--- src/hw/rtl/klq_pkg.sv ---
`timescale 1ns / 1ps
// KeeLoq cipher package: stage payload type, round constants and round functions.
// No dependencies; used by klq_cell and keeloq_block_cipher.
package klq_pkg;

    localparam int TOTAL_ROUNDS = 528;
    localparam int KEY_W        = 64;
    localparam int KEY_IDX_W    = 6;
    localparam int DATA_W       = 32;
    localparam int DEC_OFFSET   = 15;

    localparam logic [31:0] NLF_TABLE = 32'h3A5C742E;

    typedef enum logic {
        OP_ENCRYPT = 1'b0,
        OP_DECRYPT = 1'b1
    } t_op;

    typedef struct packed {
        t_op                op;
        logic [DATA_W-1:0]  data;
        logic [KEY_W-1:0]   key;
    } t_stage;

    // Encrypt round: shift right, feedback into bit 31
    function automatic logic [DATA_W-1:0] enc_round(input logic [DATA_W-1:0] x,
                                                    input logic kb);
        logic [4:0] idx;
        logic       fb;
        idx = {x[31], x[26], x[20], x[9], x[1]};
        fb  = x[0] ^ x[16] ^ kb ^ NLF_TABLE[idx];
        return {fb, x[DATA_W-1:1]};
    endfunction

    // Decrypt round: shift left, feedback into bit 0
    function automatic logic [DATA_W-1:0] dec_round(input logic [DATA_W-1:0] x,
                                                    input logic kb);
        logic [4:0] idx;
        logic       fb;
        idx = {x[30], x[25], x[19], x[8], x[0]};
        fb  = x[31] ^ x[15] ^ kb ^ NLF_TABLE[idx];
        return {x[DATA_W-2:0], fb};
    endfunction

endpackage

--- src/hw/rtl/klq_cell.sv ---
`timescale 1ns / 1ps
// One pipeline cell of the KeeLoq round chain: runs N_ROUNDS rounds from BASE_ROUND.
// Depends on klq_pkg.
module klq_cell #(
    parameter int BASE_ROUND = 0,
    parameter int N_ROUNDS   = 8
) (
    input  logic            i_clk,
    input  logic            i_rst_n,
    input  logic            i_valid,
    input  klq_pkg::t_stage i_stage,
    input  logic            i_stall,
    output logic            o_valid,
    output klq_pkg::t_stage o_stage,
    output logic            o_stall
);
    import klq_pkg::*;

    logic                  r_valid;
    t_stage                r_stage;
    logic [DATA_W-1:0]     n_data;

    // hold while a result sits here and the next cell cannot take it
    assign o_stall = r_valid & i_stall;

    always_comb begin
        logic [DATA_W-1:0]    x;
        logic [KEY_IDX_W-1:0] ki;
        x  = i_stage.data;
        ki = '0;
        for (int k = 0; k < N_ROUNDS; k++) begin
            if (i_stage.op == OP_DECRYPT) begin
                ki = KEY_IDX_W'(DEC_OFFSET - BASE_ROUND - k);
                x  = dec_round(x, i_stage.key[ki]);
            end else begin
                ki = KEY_IDX_W'(BASE_ROUND + k);
                x  = enc_round(x, i_stage.key[ki]);
            end
        end
        n_data = x;
    end

    always_ff @(posedge i_clk) begin
        if (!i_rst_n) begin
            r_valid <= 1'b0;
        end else if (!o_stall) begin
            r_valid <= i_valid;
        end
    end

    always_ff @(posedge i_clk) begin
        if (!o_stall && i_valid) begin
            r_stage.op   <= i_stage.op;
            r_stage.key  <= i_stage.key;
            r_stage.data <= n_data;
        end
    end

    assign o_valid = r_valid;
    assign o_stage = r_stage;

`ifndef SYNTHESIS
    a_hold_when_stalled: assert property (@(posedge i_clk) disable iff (!i_rst_n)
        (r_valid && i_stall) |=> (r_valid && $stable(r_stage)))
        else $error("cell lost or changed a stalled item");

    a_load_when_free: assert property (@(posedge i_clk) disable iff (!i_rst_n)
        (!o_stall && i_valid) |=> r_valid)
        else $error("cell dropped an incoming item");

    a_reset_empty: assert property (@(posedge i_clk)
        !i_rst_n |=> !r_valid)
        else $error("cell valid not cleared by reset");
`endif

endmodule

--- config.mk ---
export PLATFORM = sky130hd
export DESIGN_NAME = klq_cell
export DESIGN_NICKNAME = d
export VERILOG_FILES = /design/src/hw/rtl/klq_pkg.sv /design/src/hw/rtl/klq_cell.sv
export SDC_FILE = /design/constraint.sdc
export NUM_CORES = 1
export LEC_CHECK = 0
export ABC_AREA = 1
export BUFFER_PORTS_ARGS = -buffer_cell sky130_fd_sc_hd__buf_2
export CAP_MARGIN = 5
export CORE_UTILIZATION = 40
export CTS_CLUSTER_SIZE = 25
export DETAILED_ROUTE_END_ITERATION = 10
export GPL_TIMING_DRIVEN = 0
export PLACE_DENSITY = 0.62
export SETUP_SLACK_MARGIN = 0.4
export SKIP_LAST_GASP = 1
export SLEW_MARGIN = 20
export SYNTH_ARGS = -nofsm -noshare
export SYNTH_HDL_FRONTEND = slang
export SYNTH_SLANG_ARGS = --single-unit
--- constraint.sdc ---
create_clock -name i_clk -period 7.07 [get_ports i_clk]
set_clock_uncertainty 0.15 [all_clocks]
set_input_delay 1.414 -clock i_clk [delete_from_list [all_inputs] [get_ports i_clk]]
set_output_delay 1.414 -clock i_clk [all_outputs]
set_load 0.02 [all_outputs]
==> results.toml, run 1 <==
[power]
power_frac_clock_pct = 28.0
p_int_uw = 1167
power_density_nw_per_um2 = 226.0
power_leakage_uw = 0.003959
seqPwrFrac_pct = 39.4
power_uw = 1777
switching_share_pct = 34.31
comb_power_share_pct = 32.6
p_sw_uw = 609.7
ir_drop_mv = 0.1301

[finish]
area_growth_pct = 28.01
fin_area_sq_um = 7863
drive_gt1_share_pct = 30.75
fill_cells = 1417
instances_no_fill = 1192
antennaDiodeCount = 0
final_util_pct = 53.29
fin_nets = 1104

[placed_design]
gp_congestion = 0.9485
dp_hpwl_mm = 15.11
dpl.cell_count = 1174
io_buffers = 199
place_area_sq_um = 7443

[routing]
wl_per_cell_microns = 15.60
drtIter0Drc = 421
drc = 0
via_per_inst = 4.956
ant_nets = 0
totalWireLength_mm = 18.59
firstDrtPassIters = 6
num_vias = 5908

[synthesis]
synthCells = 788
synth_common_cells = "212 x nand2_1, 134 x nor2_1, 102 x inv_1"
synth_edf_count = 97
yosysTopAreaCell = "edfxtp_1"
postSynthAreaPerCell_sq_um = 7.795
ys_ff_latch = 98
syn_nets = 889
netlist.area_leader.share_pct = 47.42
syn-cell-area_sq_um = 6142
ys_seq_area_share_pct = 47.75
yosysMostFrequentCell = "nand2_1"
yosys-top-cells-area = "edfxtp_1 47%, nand2_1 13%, nor2_1 8.2%"
ys.flop_type = "edfxtp_1"
synth_cell_types = 35
synth-async-reset-ratio_pct = 0
ys_warn_count = 0

[global_route]
top_usage_layer = "met2"
antenna_found_initial = 1
met1_usage_pct = 29.92
gr-usage-met2_pct = 39.97
met3_usage_pct = 5.353
grt_pass1_wl_mm = 28.25
grt_use_total_pct = 23.58
grt_max_degree = 29
grt_pass1_vias = 5375
overflow = 0

[setup_path]
cp-endpoint = "o_stage[95]"
arrival_ns = 6.04
critPathTopFamily = "simple AND/OR/NAND/NOR gates"
worstPathRequired_ns = 7.03
worstSetupPathDepth = 50
crit_start = "i_stage[96]"
path_max_fanout = 10
cpPeakStageDelay_ns = 0.29
rr_startpoint = "o_valid"
path_class = "in2reg"
crit_path_end_kind = "flop"
cp-start-kind = "primary input"
rrSetupSlack_ns = 5.18
r2r-end = "o_stage[94]"
r2r_cells = 5
cp.buffers_inverters = 4
cp_slowest_cell = "nor2_2"

[sta]
setup_viol = 0
period_share_pct = 86.01
hold_viol = 0
fin_setup_tns_ns = 0
rsz0062_at_grt = "no"
drv_slew = 0
fmax_ghz = 0.1644
slew-limit-headroom_pct = 58.50
worst_pin_slew_ns = 0.6211
period_needed_ns = 6.081

[floorplanning]
start_util_pct = 41.63
dieArea_sq_um = 15850
num_rows = 44
fp.dieW_microns = 125.9
core-area_sq_um = 14750
io_pins = 200
die_h_microns = 125.9

[cts]
clkSinkCount = 98
clock_path_buffers = 2
htree_num_levels = 3
cts_made_buffers = 9
cts_tree = "yes"
clkTransAtPathRegs_ns = 0.07
insertion_delay_ns = 0.35
cts_hold_buf = 0
root_buffer = "clkbuf_16"

[status]
status = "finished clean"

[worst_hold_path]
hp-start = "o_valid"
hold_path_class = "reg2reg"

[job]
maxCapViolCount = 0
[sequential cells by signal (all words and copies together) (netlist names)]
name	flops
o_valid	1
o_stage	97
[final cells by class]
type	instances	area, sq um	area share [%]
plain buffers	13	117.6	1.496
repair buffers	204	1081	13.75
clock buffers	10	229.0	2.912
inverters	111	424.2	5.395
flip-flops and latches	98	2933	37.30
clock inverters	6	72.57	0.9230
multi-input cells	566	2775	35.30
well taps	184	230.2	2.928
[worst min-delay path by stage]
stage / endpoint / slack, ns / cells after the start
global route: o_valid / 0.36 / 2
detailed placement: o_valid / 0.33 / 2
floorplan: o_valid / 0.41 / 2
global placement: o_valid / 0.34 / 2
finish: o_valid / 0.34 / 2
CTS: o_valid / 0.34 / 2
[routing by layer]
layer | vias to the layer above | wire [microns]
li1 | 2976 | -
met1 | 2642 | 8174
met2 | 260 | 8606
met3 | 28 | 1418
met4 | 2 | 379
met5 | - | 13
[what timing repair did]
action	CTS	global route
buffers inserted	0	2
setup endpoints to repair	0	2
resized for setup	0	26
[per-stage QoR]
step	setup WS, ns	hold slack (ns)
after floorplan	0.7173	0.4113
after global placement	-1.134	0.3368
after detailed placement	0.3682	0.3312
after CTS	0.7357	0.3404
after global routing	0.3982	0.3646
final	0.9889	0.3388
[cells in the final DEF (no fill, tap or decap), drive strengths merged]
cell type and count:
a31oi 1, a22oi 1, o21ai 43, xor2 11
xnor2 10, o22ai 1, a21boi 1, nand3 89
nand2 229, a21oi 20, nor2 139, buf 216
or2 9, a32oi 1, clkinvlp 1, dfxtp 1
clkinv 2, inv 113, edfxtp 97, nand4 1
bufinv 1, a21o 1, nand3b 9, clkbuf 11
[power groups by stage]
| stage | Clock [uW] | Sequential [uW] | Combinational [uW] |
|---|---|---|---|
| final | 497 | 700 | 580 |
| after global routing | 530 | 703 | 643 |
| after CTS | 510 | 700 | 564 |
| after detailed placement | 0 | 713 | 562 |
| after global placement | 0 | 718 | 549 |
| after floorplan | 0 | 772 | 339 |
[tightest hold or removal path: cells and delay by family (launching register included)]
kind	cells	cell delay, ns
simple gates	1	0.06
compound gates	1	0.07
flops	1	0.31
[cells by family (layout without fill, tap and decap cells)]
kind of cell | count (synthesis) | in the layout | synth area share, %
AOI/OAI and AO/OA | 69 | 69 | 6.091
xor gates and xnor gates | 21 | 21 | 3.239
buffers and inverters | 124 | 344 | 8.535
DFF | 98 | 98 | 47.75
and+or+nand+nor | 476 | 476 | 34.39
Power figures use the tool's default switching activity.
==> run 2: changes to the inputs <==
- CORE_ASPECT_RATIO: unset -> 0.6
==> results.toml, run 2 (same netlist as run 1, synthesis figures left out) <==
[power]
seqPwrFrac_pct = 37.6
ir_drop_mv = 0.1200
power_uw = 1859
comb_power_share_pct = 33.7
switching_share_pct = 35.83
power_frac_clock_pct = 28.7
power_density_nw_per_um2 = 229.4
p_sw_uw = 666.2
p_int_uw = 1193
power_leakage_uw = 0.004055

[global_route]
grt_max_degree = 25
overflow = 0
grt_pass1_vias = 5475
antenna_found_initial = 0
grt_pass1_wl_mm = 29.66
grt_use_total_pct = 25.05

[sta]
worst_pin_slew_ns = 0.6707
fmax_ghz = 0.1610
drv_slew = 0
period_needed_ns = 6.213
hold_viol = 0
setup_viol = 0
slew-limit-headroom_pct = 55.18
period_share_pct = 87.88
rsz0062_at_grt = "yes"

[routing]
drtIter0Drc = 570
totalWireLength_mm = 19.66
firstDrtPassIters = 6
via_per_inst = 5.077
ant_nets = 0
wl_per_cell_microns = 16.18
drc = 0
num_vias = 6169

[cts]
root_buffer = "clkbuf_16"
insertion_delay_ns = 0.35
clock_path_buffers = 2
cts_made_buffers = 9
cts_hold_buf = 0
htree_num_levels = 3
clkTransAtPathRegs_ns = 0.08
cts_tree = "yes"
clkSinkCount = 98

[placed_design]
io_buffers = 199
gp_congestion = 0.9883
dp_hpwl_mm = 15.41
place_area_sq_um = 7503

[worst_hold_path]
worst_hold_path.num_cells = 2
hold_path_class = "reg2reg"
hp-start = "o_valid"

[floorplanning]
num_rows = 34
fp.dieW_microns = 162.0
start_util_pct = 41.73
die_h_microns = 97.99
core-area_sq_um = 14720
io_pins = 200
dieArea_sq_um = 15870

[setup_path]
worstSetupPathDepth = 49
arrival_ns = 6.19
worstPathRequired_ns = 7.04
critPathMostFrequentCell = "nand2_1"
rr_startpoint = "o_valid"
cp.buffers_inverters = 4
cpPeakStageDelay_ns = 0.29
critPathTopFamily = "simple AND/OR/NAND/NOR gates"
r2r_cells = 7
cp_slowest_cell = "or2_1"
crit_path_end_kind = "flop"
path_max_fanout = 5
cp-start-kind = "primary input"
path_class = "in2reg"
crit_start = "i_stage[96]"

[status]
status = "finished clean"

[finish]
fill_cells = 1426
fin_area_sq_um = 8104
drive_gt1_share_pct = 33.04
largest_reg_flops = 97
fin_nets = 1113
antennaDiodeCount = 0
mostFrequentLayoutCells = "207 x nand2_1, 196 x buf_2, 120 x nor2_1, 100 x inv_1, 97 x edfxtp_1"
final_common_cell = "nand2_1"
area_growth_pct = 31.94

[job]
maxCapViolCount = 0
run 2: cell count changes in the layout (fill, tap and decap cells not counted), moves of 3 or more:
cell,previous run,this run
nand2_1,210,207
nor2_2,12,16
nand3_4,1,4
nor2_1,125,120
buf_16,1,4
buf_4,12,20
nand3_1,69,64
run 2: metrics by stage:
step / setup WS, ns / utilization, % / TNS (ns) / hold slack (ns) / cells
after global placement: -1.170 / 50.18 / -112.26 / 0.3295 / 1185
after detailed placement: 0.2943 / 50.98 / 0 / 0.3302 / 1189
final: 0.8571 / 55.06 / 0 / 0.3382 / 1215
after floorplan: 0.7173 / - / 0 / 0.4113 / 788
after CTS: 0.6483 / 53.15 / 0 / 0.3408 / 1205
after global routing: 0.3246 / 55.06 / 0 / 0.4175 / 1215
run 2: final cells by class:
cell class | count | area [sq um] | share of cell area (%)
sequential | 98 | 2933 | 36.19
clock inverter | 7 | 95.09 | 1.173
buffer | 13 | 121.4 | 1.498
clock buffer | 9 | 225.2 | 2.779
inverter | 111 | 421.7 | 5.203
timing repair buffer | 213 | 1206 | 14.88
tap | 198 | 247.7 | 3.057
multi-input combinational | 566 | 2854 | 35.22
run 2: worst paths after layout:
check | to | slack, ns
setup / recovery | o_stage[64] | 0.86
hold / removal | o_valid | 0.34
setup reg to reg | o_stage[1] | 4.87
hold reg to reg | o_valid | 0.34
run 2: per-layer routing:
layer  vias up  routed length, microns  GRT usage (%)  part of all wire [%]
li1       2990                       -              -                     -
met4         0                     306          6.241                   1.6
met5         -                       0              0                     0
met2       338                    7775          34.24                    40
met1      2816                    9169          38.31                    47
met3        25                    2406          6.967                    12
run 2: timing repair:
action,in CTS,in global routing
setup endpoints to repair,0,3
gates resized for setup,0,52
setup buffers,0,9
run 2: power by group through the flow:
| stage | clock network, uW | logic [uW] | registers (uW) |
|---|---|---|---|
| after floorplan | 0 | 339 | 772 |
| after CTS | 543 | 574 | 700 |
| after global placement | 0 | 554 | 719 |
| final | 533 | 626 | 699 |
| after detailed placement | 0 | 571 | 713 |
| after global routing | 565 | 688 | 703 |
run 2: tightest hold or removal path: stages (launching register included):
cell and delay (ns):
dfxtp_1 0.31, nand2_1 0.06, a21boi_0 0.07
